[src/fna_pkg.sv]
// Shared types and constants for the Frobenius norm accumulator.
// No dependencies; every other file in src imports this package.
package fna_pkg;

    // Accumulator width (Q32.16 sum of squares)
    localparam int ACC_WIDTH  = 48;
    localparam int ELEM_W     = 16;
    // Largest square is 2^30, so one bit less than the full product
    localparam int SQ_W       = 2 * ELEM_W - 1;
    localparam int NORM_W     = 24;
    // One root bit per step
    localparam int ROOT_STEPS = (ACC_WIDTH + 1) / 2;
    localparam int CNT_W      = $clog2(ROOT_STEPS);

    localparam logic [NORM_W-1:0]    NORM_MAX      = {NORM_W{1'b1}};
    localparam logic [ACC_WIDTH-1:0] ROOT_BIT_INIT =
        ACC_WIDTH'(1) << (2 * (ROOT_STEPS - 1));

    typedef struct packed {
        logic signed [ELEM_W-1:0] element_value;
        logic                     is_last;
    } in_t;

    typedef struct packed {
        logic [NORM_W-1:0] norm_value;
        logic              overflowed;
    } out_t;

    // Controller to datapath
    typedef struct packed {
        logic take;        // input beat accepted this cycle
        logic load_root;   // fold last square, seed root unit, clear sum
        logic root_step;   // run one root iteration
        logic emit;        // write result into output register
    } dp_cmd_t;

    // Datapath to controller
    typedef struct packed {
        logic out_busy;    // output register holds a beat not taken
    } dp_status_t;

endpackage

[src/fna_datapath.sv]
// Datapath: squarer, saturating accumulator, iterative root unit, output register.
// Depends on fna_pkg; driven by fna_ctrl through dp_cmd_t.
module fna_datapath (
    input  logic               aclk,
    input  logic               aresetn,
    input  fna_pkg::in_t       s_data,
    input  fna_pkg::dp_cmd_t   cmd,
    output fna_pkg::dp_status_t status,
    output fna_pkg::out_t      m_data,
    output logic               m_valid,
    input  logic               m_ready
);
    import fna_pkg::*;

    logic [ELEM_W-1:0]    mag;
    logic [SQ_W-1:0]      sq_next;
    logic [SQ_W-1:0]      sq_reg;
    logic                 sq_vld_reg;
    logic [SQ_W-1:0]      sq_add;
    logic [ACC_WIDTH:0]   sum_ext;
    logic [ACC_WIDTH-1:0] sum_sat;
    logic                 sat_next;
    logic [ACC_WIDTH-1:0] acc_reg;
    logic                 sat_reg;
    logic [ACC_WIDTH-1:0] rem_reg;
    logic [ACC_WIDTH-1:0] root_reg;
    logic [ACC_WIDTH-1:0] bit_reg;
    logic                 ovf_reg;
    logic [ACC_WIDTH:0]   trial;
    logic                 fits;
    logic                 root_big;
    out_t                 out_next;
    out_t                 out_reg;
    logic                 m_valid_reg;

    // Magnitude and exact square of the incoming element
    always_comb begin
        mag     = s_data.element_value[ELEM_W-1] ?
                  (~s_data.element_value + ELEM_W'(1)) : s_data.element_value;
        sq_next = SQ_W'(mag * mag);
    end

    // Saturating add of the registered square
    always_comb begin
        sq_add   = sq_vld_reg ? sq_reg : '0;
        sum_ext  = {1'b0, acc_reg} + (ACC_WIDTH + 1)'(sq_add);
        sum_sat  = sum_ext[ACC_WIDTH] ? {ACC_WIDTH{1'b1}} : sum_ext[ACC_WIDTH-1:0];
        sat_next = sat_reg | sum_ext[ACC_WIDTH];
    end

    // One restoring root iteration
    always_comb begin
        trial = {1'b0, root_reg} + {1'b0, bit_reg};
        fits  = ({1'b0, rem_reg} >= trial);
    end

    // Clamp the final root to the output width
    always_comb begin
        root_big            = (root_reg > ACC_WIDTH'(NORM_MAX));
        out_next.norm_value = root_big ? NORM_MAX : root_reg[NORM_W-1:0];
        out_next.overflowed = ovf_reg | root_big;
    end

    // Square stage and accumulator
    always_ff @(posedge aclk) begin
        if (!aresetn) begin
            sq_vld_reg <= 1'b0;
            acc_reg    <= '0;
            sat_reg    <= 1'b0;
        end else begin
            sq_vld_reg <= cmd.take;
            if (cmd.load_root) begin
                acc_reg <= '0;
                sat_reg <= 1'b0;
            end else begin
                acc_reg <= sum_sat;
                sat_reg <= sat_next;
            end
        end
    end

    always_ff @(posedge aclk) begin
        if (cmd.take) begin
            sq_reg <= sq_next;
        end
    end

    // Root unit: seed from the final sum, then one bit per step
    always_ff @(posedge aclk) begin
        if (cmd.load_root) begin
            rem_reg  <= sum_sat;
            ovf_reg  <= sat_next;
            root_reg <= '0;
            bit_reg  <= ROOT_BIT_INIT;
        end else if (cmd.root_step) begin
            if (fits) begin
                rem_reg  <= rem_reg - trial[ACC_WIDTH-1:0];
                root_reg <= (root_reg >> 1) + bit_reg;
            end else begin
                root_reg <= root_reg >> 1;
            end
            bit_reg <= bit_reg >> 2;
        end
    end

    // Output register: hold the beat until taken
    always_ff @(posedge aclk) begin
        if (!aresetn) begin
            m_valid_reg <= 1'b0;
        end else if (cmd.emit) begin
            m_valid_reg <= 1'b1;
        end else if (m_ready) begin
            m_valid_reg <= 1'b0;
        end
    end

    always_ff @(posedge aclk) begin
        if (cmd.emit) begin
            out_reg <= out_next;
        end
    end

    assign m_data          = out_reg;
    assign m_valid         = m_valid_reg;
    assign status.out_busy = m_valid_reg & ~m_ready;

endmodule

[src/fna_ctrl.sv]
// Controller state machine: input handshake, root step count, result hand-off.
// Depends on fna_pkg; commands fna_datapath.
module fna_ctrl (
    input  logic                aclk,
    input  logic                aresetn,
    input  logic                s_valid,
    input  logic                s_last,
    output logic                s_ready,
    input  fna_pkg::dp_status_t status,
    output fna_pkg::dp_cmd_t    cmd
);
    import fna_pkg::*;

    typedef enum logic [1:0] {
        ST_ACCUM,
        ST_LAST,
        ST_ROOT,
        ST_DONE
    } state_t;

    state_t           state_reg;
    state_t           state_next;
    logic [CNT_W-1:0] cnt_reg;
    logic [CNT_W-1:0] cnt_next;

    // Decode commands from state
    always_comb begin
        s_ready       = (state_reg == ST_ACCUM);
        cmd.take      = s_ready & s_valid;
        cmd.load_root = (state_reg == ST_LAST);
        cmd.root_step = (state_reg == ST_ROOT);
        cmd.emit      = (state_reg == ST_DONE) & ~status.out_busy;
    end

    // Next state
    always_comb begin
        state_next = state_reg;
        cnt_next   = cnt_reg;
        unique case (state_reg)
            ST_ACCUM: begin
                if (s_valid && s_last) begin
                    state_next = ST_LAST;
                end
            end
            ST_LAST: begin
                cnt_next   = CNT_W'(ROOT_STEPS - 1);
                state_next = ST_ROOT;
            end
            ST_ROOT: begin
                if (cnt_reg == '0) begin
                    state_next = ST_DONE;
                end else begin
                    cnt_next = cnt_reg - CNT_W'(1);
                end
            end
            ST_DONE: begin
                if (!status.out_busy) begin
                    state_next = ST_ACCUM;
                end
            end
            default: state_next = ST_ACCUM;
        endcase
    end

    // Hold state and step count
    always_ff @(posedge aclk) begin
        if (!aresetn) begin
            state_reg <= ST_ACCUM;
            cnt_reg   <= '0;
        end else begin
            state_reg <= state_next;
            cnt_reg   <= cnt_next;
        end
    end

endmodule

[src/frobenius_norm_accumulator.sv]
// Frobenius norm accumulator: sum of squares of Q8.8 elements, floor root out.
// Throughput: one element per cycle; a last element blocks input while the
// one-bit-per-cycle root unit runs and until the result enters the output register.
// Result: ST_LAST folds the last square, ST_ROOT iterates the root, ST_DONE emits it.
// Reset: aresetn synchronous, active low; clears sum, saturation flag and valid state.
// Depends on fna_pkg, fna_ctrl, fna_datapath.
module frobenius_norm_accumulator (
    input  logic          aclk,
    input  logic          aresetn,
    input  logic          s_valid,
    output logic          s_ready,
    input  fna_pkg::in_t  s_data,
    output logic          m_valid,
    input  logic          m_ready,
    output fna_pkg::out_t m_data
);
    import fna_pkg::*;

    dp_cmd_t    cmd;
    dp_status_t status;

    fna_ctrl u_ctrl (
        .aclk    (aclk),
        .aresetn (aresetn),
        .s_valid (s_valid),
        .s_last  (s_data.is_last),
        .s_ready (s_ready),
        .status  (status),
        .cmd     (cmd)
    );

    fna_datapath u_dp (
        .aclk    (aclk),
        .aresetn (aresetn),
        .s_data  (s_data),
        .cmd     (cmd),
        .status  (status),
        .m_data  (m_data),
        .m_valid (m_valid),
        .m_ready (m_ready)
    );

`ifndef SYNTH
    // A last beat closes the input until its root is done
    a_last_blocks: assert property (@(posedge aclk) disable iff (!aresetn)
        (s_valid && s_ready && s_data.is_last) |=> !s_ready)
        else $error("input open after last beat");

    // A new result never overwrites one still waiting
    a_no_overwrite: assert property (@(posedge aclk) disable iff (!aresetn)
        cmd.emit |-> !(m_valid && !m_ready))
        else $error("result overwritten");

    // Results appear only while input is closed for the root
    a_emit_closed: assert property (@(posedge aclk) disable iff (!aresetn)
        cmd.emit |-> !s_ready)
        else $error("emit while accepting input");
`endif

endmodule
[config.mk]
export PLATFORM = sky130hd
export DESIGN_NAME = frobenius_norm_accumulator
export DESIGN_NICKNAME = d
export VERILOG_FILES = /design/src/fna_pkg.sv /design/src/fna_datapath.sv /design/src/fna_ctrl.sv /design/src/frobenius_norm_accumulator.sv
export SDC_FILE = /design/constraint.sdc
export NUM_CORES = 1
export LEC_CHECK = 0
export BUFFER_PORTS_ARGS = -buffer_cell sky130_fd_sc_hd__buf_2
export CORE_MARGIN = 4
export CORE_UTILIZATION = 30
export CTS_BUF_LIST = sky130_fd_sc_hd__clkbuf_16
export DETAILED_ROUTE_END_ITERATION = 8
export GPL_TIMING_DRIVEN = 0
export PLACE_DENSITY = 0.46
export SLEW_MARGIN = 10
export SYNTH_ARGS = -nofsm -noshare
export SYNTH_HDL_FRONTEND = slang
export SYNTH_SLANG_ARGS = --single-unit
[constraint.sdc]
create_clock -name aclk -period 11.8 [get_ports aclk]
set_input_delay 0 -clock aclk [delete_from_list [all_inputs] [get_ports aclk]]
set_output_delay 0 -clock aclk [all_outputs]
set_load 0.01 [all_outputs]
==> impl_metrics.sql, run 1 <==
INSERT INTO impl_metrics (metric_group, metric, value, unit) VALUES
('outcome', 'status', 'finished, violations left', ''),
('outcome', 'failed_checks', 'hold timing', ''),
('synth', 'synthTopCellsByArea', 'sky130_fd_sc_hd__fa_1 (14%), sky130_fd_sc_hd__edfxtp_1 (13%), sky130_fd_sc_hd__ha_1 (12%), sky130_fd_sc_hd__dfxtp_1 (11%), sky130_fd_sc_hd__nor2_1 (5.7%)', ''),
('clocking', 'clkSinkCount', '234', ''),
('worst_setup_path', 'cp-start-kind', 'input pin', ''),
('final_layout', 'layout.cell_area.non_filler', '26400', 'µm²'),
('worst_setup_path', 'worstPathMaxFanout', '11', ''),
('clocking', 'cts-root-buf', 'sky130_fd_sc_hd__clkbuf_16', ''),
('global_routing', 'overflow', '0', ''),
('synth', 'synth_largest_area_cell', 'sky130_fd_sc_hd__fa_1', ''),
('worst_setup_path', 'slowest_cp_cell', 'sky130_fd_sc_hd__xnor2_1', ''),
('global_routing', 'grt_antenna_before_repair', '1', ''),
('placement', 'dpl-instance-area', '25400', 'µm²'),
('clocking', 'cts_tree', 'done', ''),
('die', 'fp.coreArea', '77800', 'µm²'),
('sta', 'max_slew_margin', '20.0', '%'),
('drt', 'first_pass_iters', '6', ''),
('sta', 'rsz0062_at_grt', 'false', ''),
('sta', 'finalHoldWorstSlack', '-0.00363', 'ns'),
('placement', 'place.port_buffers', '46', ''),
('sta', 'setup_total_negative_slack', '0', 'ns'),
('final_layout', 'finalCoreUtilization', '33.9', '%'),
('synth', 'yosysTopAreaCellShare', '13.9', '%'),
('worst_hold_path', 'hold_end', 'u_ctrl.state_reg[0]', ''),
('worst_setup_path', 'endpoint_kind', 'flip-flop', ''),
('drt', 'antenna_left', '0', ''),
('synth', 'asyncSetResetFlopFracSynth', '0', '%'),
('final_layout', 'insertedDiodeCount', '0', ''),
('sta', 'timing_max_transition_violations_final', '0', ''),
('synth', 'synth_flop_cell', 'sky130_fd_sc_hd__dfxtp_1', ''),
('worst_setup_path', 'crit_path_max_incr_delay', '0.87', 'ns'),
('synth', 'synth_sequential_area_ratio', '24.2', '%'),
('drt', 'routedWlPerCell', '18.9', 'µm'),
('clocking', 'cts_buffer_count', '30', ''),
('synth', 'synth-warning-count', '0', ''),
('synth', 'yosysMostFrequentCell', 'sky130_fd_sc_hd__nor2_1', ''),
('sta', 'largest_clock_skew_in_the_final_design', '0.0297', 'ns'),
('worst_hold_path', 'hold_class', 'input pin to flip-flop', ''),
('synth', 'syn_inst', '2784', ''),
('global_routing', 'grt_pass1_wl', '115', 'mm'),
('die', 'floorplan.initialDensity', '30.4', '%'),
('worst_setup_path', 'reg2regPathDepth', '23', ''),
('global_routing', 'grt_start_max_net_pins', '31', ''),
('placement', 'dp_hpwl', '60.4', 'mm'),
('sta', 'share_of_the_clock_period_used_by_the_worst_path_after_layout', '86.3', '%'),
('die', 'num_io_pins', '48', ''),
('sta', 'finalHoldViolCount', '2', ''),
('die', 'die_height', '289', 'µm'),
('worst_setup_path', 'cp_common_cell', 'sky130_fd_sc_hd__fa_1', ''),
('synth', 'ys_types', '78', ''),
('worst_setup_path', 'cp.required', '12.14', 'ns'),
('worst_hold_path', 'holdPathStages', '2', ''),
('synth', 'yosys-top-cells-count', 'sky130_fd_sc_hd__nor2_1 (358), sky130_fd_sc_hd__inv_1 (269), sky130_fd_sc_hd__nand2_1 (246)', ''),
('drt', 'routed_via_density', '5.06', ''),
('worst_setup_path', 'timing.rr.end', 'u_dp.rem_reg[2]', ''),
('clocking', 'cts_max_path_buffers', '3', ''),
('worst_setup_path', 'reg2reg_from', 'u_dp.root_reg[4]', ''),
('clocking', 'clk_pin_slew', '0.06', 'ns'),
('final_layout', 'total_number_of_nets_in_the_final_design', '3297', ''),
('final_layout', 'layout-area-overhead-vs-synth', '11.3', '%'),
('global_routing', 'grtUsageTotal', '17.6', '%'),
('worst_setup_path', 'worstSetupPathType', 'input pin to flip-flop', ''),
('final_layout', 'drive_gt1_share', '4.72', '%'),
('worst_hold_path', 'worst_hold_startpoint', 'aresetn', ''),
('sta', 'post-route-min-period', '10.19', 'ns'),
('drt', 'drc', '0', ''),
('clocking', 'cts_max_level', '1', ''),
('final_layout', 'n_fill_cell', '8172', ''),
('drt', 'vias', '19944', ''),
('die', 'dieArea', '83500', 'µm²'),
('clocking', 'clock_insertion_delay_worst_skew', '0.60', 'ns');
-- cells in the final DEF (no fill, tap or decap), types with 27 or more instances in the layout --
cell and instances:
sky130_fd_sc_hd__a211oi_1 30, sky130_fd_sc_hd__a21o_1 55, sky130_fd_sc_hd__a21oi_1 176, sky130_fd_sc_hd__a31oi_1 52, sky130_fd_sc_hd__and2_1 49, sky130_fd_sc_hd__buf_2 54
sky130_fd_sc_hd__clkbuf_1 97, sky130_fd_sc_hd__clkbuf_16 30, sky130_fd_sc_hd__dfxtp_1 130, sky130_fd_sc_hd__edfxtp_1 104, sky130_fd_sc_hd__fa_1 165, sky130_fd_sc_hd__ha_1 231
sky130_fd_sc_hd__inv_1 278, sky130_fd_sc_hd__mux2i_1 50, sky130_fd_sc_hd__nand2_1 246, sky130_fd_sc_hd__nand3_1 47, sky130_fd_sc_hd__nand4_1 27, sky130_fd_sc_hd__nor2_1 358
sky130_fd_sc_hd__nor3_1 37, sky130_fd_sc_hd__o21ai_0 104, sky130_fd_sc_hd__or3_1 44, sky130_fd_sc_hd__xnor2_1 116, sky130_fd_sc_hd__xor2_1 74
-- area by class of cell --
| cell class | instances | area (µm²) | area share, % |
|---|---|---|---|
| multi-input combinational | 2174 | 16500 | 62.7 |
| clock buffer | 30 | 751 | 2.85 |
| inverter | 275 | 1030 | 3.91 |
| timing repair buffer | 55 | 363 | 1.38 |
| sequential | 234 | 5730 | 21.7 |
| tap | 1040 | 1300 | 4.93 |
| buffer | 110 | 439 | 1.67 |
| clock inverter | 26 | 214 | 0.811 |
-- metal layers --
layer	global-route usage (%)	part of all wire, %
met1	22.1	44
met2	32.2	50
met3	1.32	3.3
met4	5.13	3.2
met5	0	0
-- worst max path at each step --
stage,startpoint,to,slack [ns],cells past startpoint
3_3_place_gp,u_dp.root_reg[2],u_dp.rem_reg[0],-1.35,22
6_report,s_data[1],u_dp.sq_reg[30],1.61,31
5_1_grt,s_data[1],u_dp.sq_reg[30],1.08,31
3_5_place_dp,s_data[1],u_dp.sq_reg[30],1.40,30
2_1_floorplan,u_dp.root_reg[2],u_dp.rem_reg[0],3.48,22
4_1_cts,s_data[1],u_dp.sq_reg[30],1.47,31
-- stage by stage --
stage	instances	setup WS [ns]
final	3944	1.61
after global routing	3944	1.08
after CTS	3944	1.47
after detailed placement	3883	1.40
after global placement	3879	-1.35
after floorplan	2793	3.48
-- critical path, delay by kind of cell --
kind | cells | cell delay, ns
adder cells (fa/ha/maj) | 8 | 3.80
AO/OA/AOI/OAI | 9 | 2.56
buffers and inverters | 8 | 2.46
XOR/XNOR | 2 | 0.97
AND/OR/NAND/NOR | 4 | 0.69
-- cells by family (layout without fill, tap and decap cells) --
kind of cell             Yosys count  count (layout)  share of synthesized area (%)
AO/OA/AOI/OAI                    603             603                           16.5
other                              2              11                         0.0317
AND/OR/NAND/NOR                  920             920                           17.6
multiplexers                      53              53                           2.26
buffers and inverters            385             496                           6.21
flip-flops                       234             234                           24.2
XOR/XNOR                         191             191                           7.09
adder cells (fa/ha/maj)          396             396                           26.1
-- what timing repair did --
| action | CTS | global route |
|---|---|---|
| gates resized for setup | 0 | 0 |
| hold endpoints to repair | 6 | 0 |
| setup buffers | 0 | 0 |
| hold buffers | 5 | 0 |
Power of run 1 is not shown: default switching activity piles up to over one toggle a cycle in this logic, so the estimate is an artifact.
==> run 2: changes to the inputs <==
--- a/config.mk
+++ b/config.mk
@@ -5,8 +5,9 @@
 export SDC_FILE = /design/constraint.sdc
 export NUM_CORES = 1
 export LEC_CHECK = 0
+export ABC_CLOCK_PERIOD_IN_PS = 11800
 export BUFFER_PORTS_ARGS = -buffer_cell sky130_fd_sc_hd__buf_2
-export CORE_MARGIN = 4
+export CORE_MARGIN = 1.5
 export CORE_UTILIZATION = 30
 export CTS_BUF_LIST = sky130_fd_sc_hd__clkbuf_16
 export DETAILED_ROUTE_END_ITERATION = 8
@@ -15,4 +16,5 @@
 export SLEW_MARGIN = 10
 export SYNTH_ARGS = -nofsm -noshare
 export SYNTH_HDL_FRONTEND = slang
+export SYNTH_HIERARCHICAL = 1
 export SYNTH_SLANG_ARGS = --single-unit
==> run 2 against run 1 <==
The flow now finishes without violations. Cell count decreased by 0.56%. Worst hold slack improved by 0.19 ns. Wire length decreased by 6.9%. Die area decreased by 3.1%. Flip-flop and latch count unchanged. Synthesized area increased by 0.35%. Via count decreased by 1.6%. Critical path type unchanged. Critical endpoint is now u_dp/sq_reg[30].
==> impl_metrics.sql, run 2 <==
INSERT INTO impl_metrics (metric_group, metric, value, unit) VALUES
('outcome', 'status', 'complete, no violations', ''),
('synth', 'yosysTopAreaCellShare', '14.0', '%'),
('synth', 'synth_area_per_cell', '8.63', 'µm²'),
('drt', 'antenna_left', '0', ''),
('worst_setup_path', 'crit_buf_inv', '9', ''),
('die', 'std_cell_rows', '103', ''),
('worst_setup_path', 'crit_path_max_incr_delay', '0.86', 'ns'),
('worst_setup_path', 'worstSetupPathType', 'input pin to flip-flop', ''),
('global_routing', 'grt_start_max_net_pins', '32', ''),
('final_layout', 'layout-area-overhead-vs-synth', '11.2', '%'),
('clocking', 'cts_max_level', '1', ''),
('die', 'floorplan.initialDensity', '30.2', '%'),
('worst_setup_path', 'worstPathMaxFanout', '10', ''),
('drt', 'drc', '0', ''),
('clocking', 'clock_insertion_delay_worst_skew', '0.60', 'ns'),
('synth', 'synthTopCellsByArea', 'sky130_fd_sc_hd__fa_1 (14%), sky130_fd_sc_hd__edfxtp_1 (13%), sky130_fd_sc_hd__ha_1 (12%), sky130_fd_sc_hd__dfxtp_1 (11%), sky130_fd_sc_hd__nor2_1 (5.1%)', ''),
('worst_setup_path', 'slowest_cp_cell', 'sky130_fd_sc_hd__xnor2_1', ''),
('synth', 'asyncSetResetFlopFracSynth', '0', '%'),
('sta', 'finalSetupViolCount', '0', ''),
('synth', 'syn_inst', '2756', ''),
('die', 'num_io_pins', '48', ''),
('final_layout', 'layout_common_cells', 'sky130_fd_sc_hd__nor2_1 (326), sky130_fd_sc_hd__inv_1 (292), sky130_fd_sc_hd__nand2_1 (228), sky130_fd_sc_hd__ha_1 (228), sky130_fd_sc_hd__a21oi_1 (167)', ''),
('synth', 'synth_flop_cell', 'sky130_fd_sc_hd__dfxtp_1', ''),
('worst_setup_path', 'cp_common_cell', 'sky130_fd_sc_hd__fa_1', ''),
('sta', 'post-route-min-period', '9.71', 'ns'),
('worst_setup_path', 'crit_family', 'adder cells', ''),
('clocking', 'cts_buffer_count', '28', ''),
('drt', 'routed_via_density', '5.00', ''),
('die', 'dieArea', '80900', 'µm²'),
('clocking', 'clkSinkCount', '234', ''),
('clocking', 'cts_max_path_buffers', '3', ''),
('die', 'die-width', '285', 'µm'),
('final_layout', 'total_number_of_nets_in_the_final_design', '3265', ''),
('sta', 'setup_total_negative_slack', '0', 'ns'),
('drt', 'first_pass_iters', '6', ''),
('synth', 'synth_largest_area_cell', 'sky130_fd_sc_hd__fa_1', ''),
('sta', 'rsz0062_at_grt', 'false', ''),
('job', 'maxCapViolations', '0', ''),
('synth', 'synth.ff_latch_count', '234', ''),
('worst_setup_path', 'endpoint_kind', 'flip-flop', ''),
('synth', 'synthesis.area', '23800', 'µm²'),
('synth', 'yosysMostFrequentCell', 'sky130_fd_sc_hd__nor2_1', ''),
('clocking', 'clk_pin_slew', '0.06', 'ns'),
('final_layout', 'finalCoreUtilization', '33.6', '%'),
('global_routing', 'grtUsageTotal', '16.8', '%'),
('die', 'die_height', '285', 'µm'),
('drt', 'routedWlPerCell', '17.7', 'µm'),
('sta', 'max_slew.worst_pin.slew', '1.12', 'ns'),
('worst_setup_path', 'cp-start-kind', 'input pin', ''),
('final_layout', 'drive_gt1_share', '5.99', '%'),
('worst_setup_path', 'data_arrival_at_the_endpoint_of_the_critical_path', '10.02', 'ns'),
('sta', 'max_slew_margin', '25.0', '%'),
('global_routing', 'grt_pass1_wl', '109', 'mm'),
('placement', 'place.port_buffers', '47', ''),
('sta', 'timing_max_transition_violations_final', '0', ''),
('drt', 'vias', '19616', ''),
('global_routing', 'overflow', '0', ''),
('clocking', 'cts_repair_resize_count', '0', ''),
('final_layout', 'insertedDiodeCount', '0', ''),
('sta', 'finalHoldViolCount', '0', ''),
('die', 'fp.coreArea', '78700', 'µm²'),
('final_layout', 'mostFrequentLayoutCell', 'sky130_fd_sc_hd__nor2_1', ''),
('clocking', 'cts_tree', 'done', ''),
('synth', 'synth-warning-count', '6', ''),
('synth', 'synth_sequential_area_ratio', '24.1', '%'),
('worst_hold_path', 'hold_class', 'input pin to flip-flop', ''),
('synth', 'yosys-top-cells-count', 'sky130_fd_sc_hd__nor2_1 (326), sky130_fd_sc_hd__inv_1 (288), sky130_fd_sc_hd__ha_1 (228), sky130_fd_sc_hd__nand2_1 (228), sky130_fd_sc_hd__a21oi_1 (167)', ''),
('placement', 'finalWeightedCongestion', '0.900', ''),
('placement', 'dp_hpwl', '56.2', 'mm'),
('global_routing', 'via_count_of_the_first_global_routing_pass', '19834', ''),
('synth', 'synth_edf_count', '104', ''),
('drt', 'totalWireLength', '69.4', 'mm'),
('worst_setup_path', 'cp.required', '12.11', 'ns'),
('global_routing', 'grt_antenna_before_repair', '0', ''),
('sta', 'share_of_the_clock_period_used_by_the_worst_path_after_layout', '82.3', '%'),
('drt', 'drtIter0Drc', '1197', ''),
('sta', 'largest_clock_skew_in_the_final_design', '0.0361', 'ns'),
('clocking', 'cts-root-buf', 'sky130_fd_sc_hd__clkbuf_16', ''),
('synth', 'ys_types', '96', ''),
('sta', 'fmaxAchievable', '103', 'MHz');
run 2: changes by cell type in the layout (fill, tap and decap cells not counted), moves of 13 or more:
cell | before | now
sky130_fd_sc_hd__nand3_1 | 47 | 34
sky130_fd_sc_hd__nand2_1 | 246 | 228
sky130_fd_sc_hd__inv_1 | 278 | 292
sky130_fd_sc_hd__clkbuf_1 | 97 | 80
sky130_fd_sc_hd__a21o_1 | 55 | 72
sky130_fd_sc_hd__o21ai_1 | 5 | 21
sky130_fd_sc_hd__nor2_1 | 358 | 326
sky130_fd_sc_hd__buf_2 | 54 | 67
run 2: cells by family (layout without fill, tap and decap cells):
family / count (synthesis) / in the layout / synth area share, %
and+or+nand+nor: 851 / 851 / 16.4
AOI/OAI and AO/OA: 636 / 636 / 17.9
buffers and inverters: 402 / 509 / 6.49
adders and majority gates: 394 / 394 / 26.0
DFF: 234 / 234 / 24.1
xor gates and xnor gates: 186 / 186 / 6.85
muxes: 51 / 51 / 2.25
other: 2 / 11 / 0.0316
run 2: per-layer routing:
layer	up-vias	GRT usage (%)	part of all wire [%]	routed length (µm)
met3	87	1.24	2.8	1960
li1	9718	-	-	-
met2	409	30.7	50	34500
met5	-	0	0	0
met1	9402	21.1	45	31200
met4	0	4.60	2.4	1660
run 2: worst paths after layout:
kind	startpoint	endpoint	slack, ns	depth (start not counted)
worst max-delay path	s_data[1]	u_dp/sq_reg[30]	2.09	33
worst min-delay path	s_valid	u_dp/sq_reg[22]	0.19	2
worst max register to register	u_dp/root_reg[2]	u_dp/rem_reg[26]	4.23	21
worst min register to register	u_ctrl/state_reg[1]	u_ctrl/state_reg[1]	0.51	2
run 2: area by class of cell:
cell class                 count  area, µm²
multi-input combinational   2129      16600
tap                         1050       1310
inverter                     295       1110
timing repair buffer          55        335
buffer                       107        435
sequential                   234       5730
clock buffer                  28        701
fill                        8264      52300
clock inverter                24        251
run 2: repair_timing:
action | in CTS | in global routing
endpoints found under the hold margin | 11 | 0
setup buffers | 0 | 0
hold buffers | 6 | 0
setup endpoints to repair | 0 | 0
run 2: metrics by stage:
stage                     setup WS, ns  area (µm²)  hold slack, ns  cells
after global placement            1.99       25400           0.343   3862
after floorplan                   3.97       23800          0.0989   2765
final                             2.09       26400           0.191   3922
after global routing              1.43       26400           0.230   3922
after detailed placement          1.95       25400           0.393   3864
after CTS                         2.03       26400           0.192   3922
run 2: worst register-to-register path: stages (launching register included):
cell and delay [ns]:
sky130_fd_sc_hd__dfxtp_1 0.37, sky130_fd_sc_hd__ha_1 0.39, sky130_fd_sc_hd__a311o_1 0.22, sky130_fd_sc_hd__a31oi_1 0.15, sky130_fd_sc_hd__nor4_1 0.71, sky130_fd_sc_hd__a211oi_1 0.29
sky130_fd_sc_hd__nor2_1 0.33, sky130_fd_sc_hd__a31oi_2 0.19, sky130_fd_sc_hd__o31ai_2 0.37, sky130_fd_sc_hd__a31oi_1 0.15, sky130_fd_sc_hd__xor2_1 0.20, sky130_fd_sc_hd__ha_1 0.29
sky130_fd_sc_hd__clkbuf_1 0.24, sky130_fd_sc_hd__nand2_1 0.15, sky130_fd_sc_hd__nor4_1 0.42, sky130_fd_sc_hd__o2111ai_1 0.32, sky130_fd_sc_hd__a211oi_2 0.45, sky130_fd_sc_hd__o221a_2 0.38
sky130_fd_sc_hd__buf_2 0.34, sky130_fd_sc_hd__buf_2 0.38, sky130_fd_sc_hd__a21o_2 0.59, sky130_fd_sc_hd__buf_12 0.28
Power of run 2 is left out for the same reason.
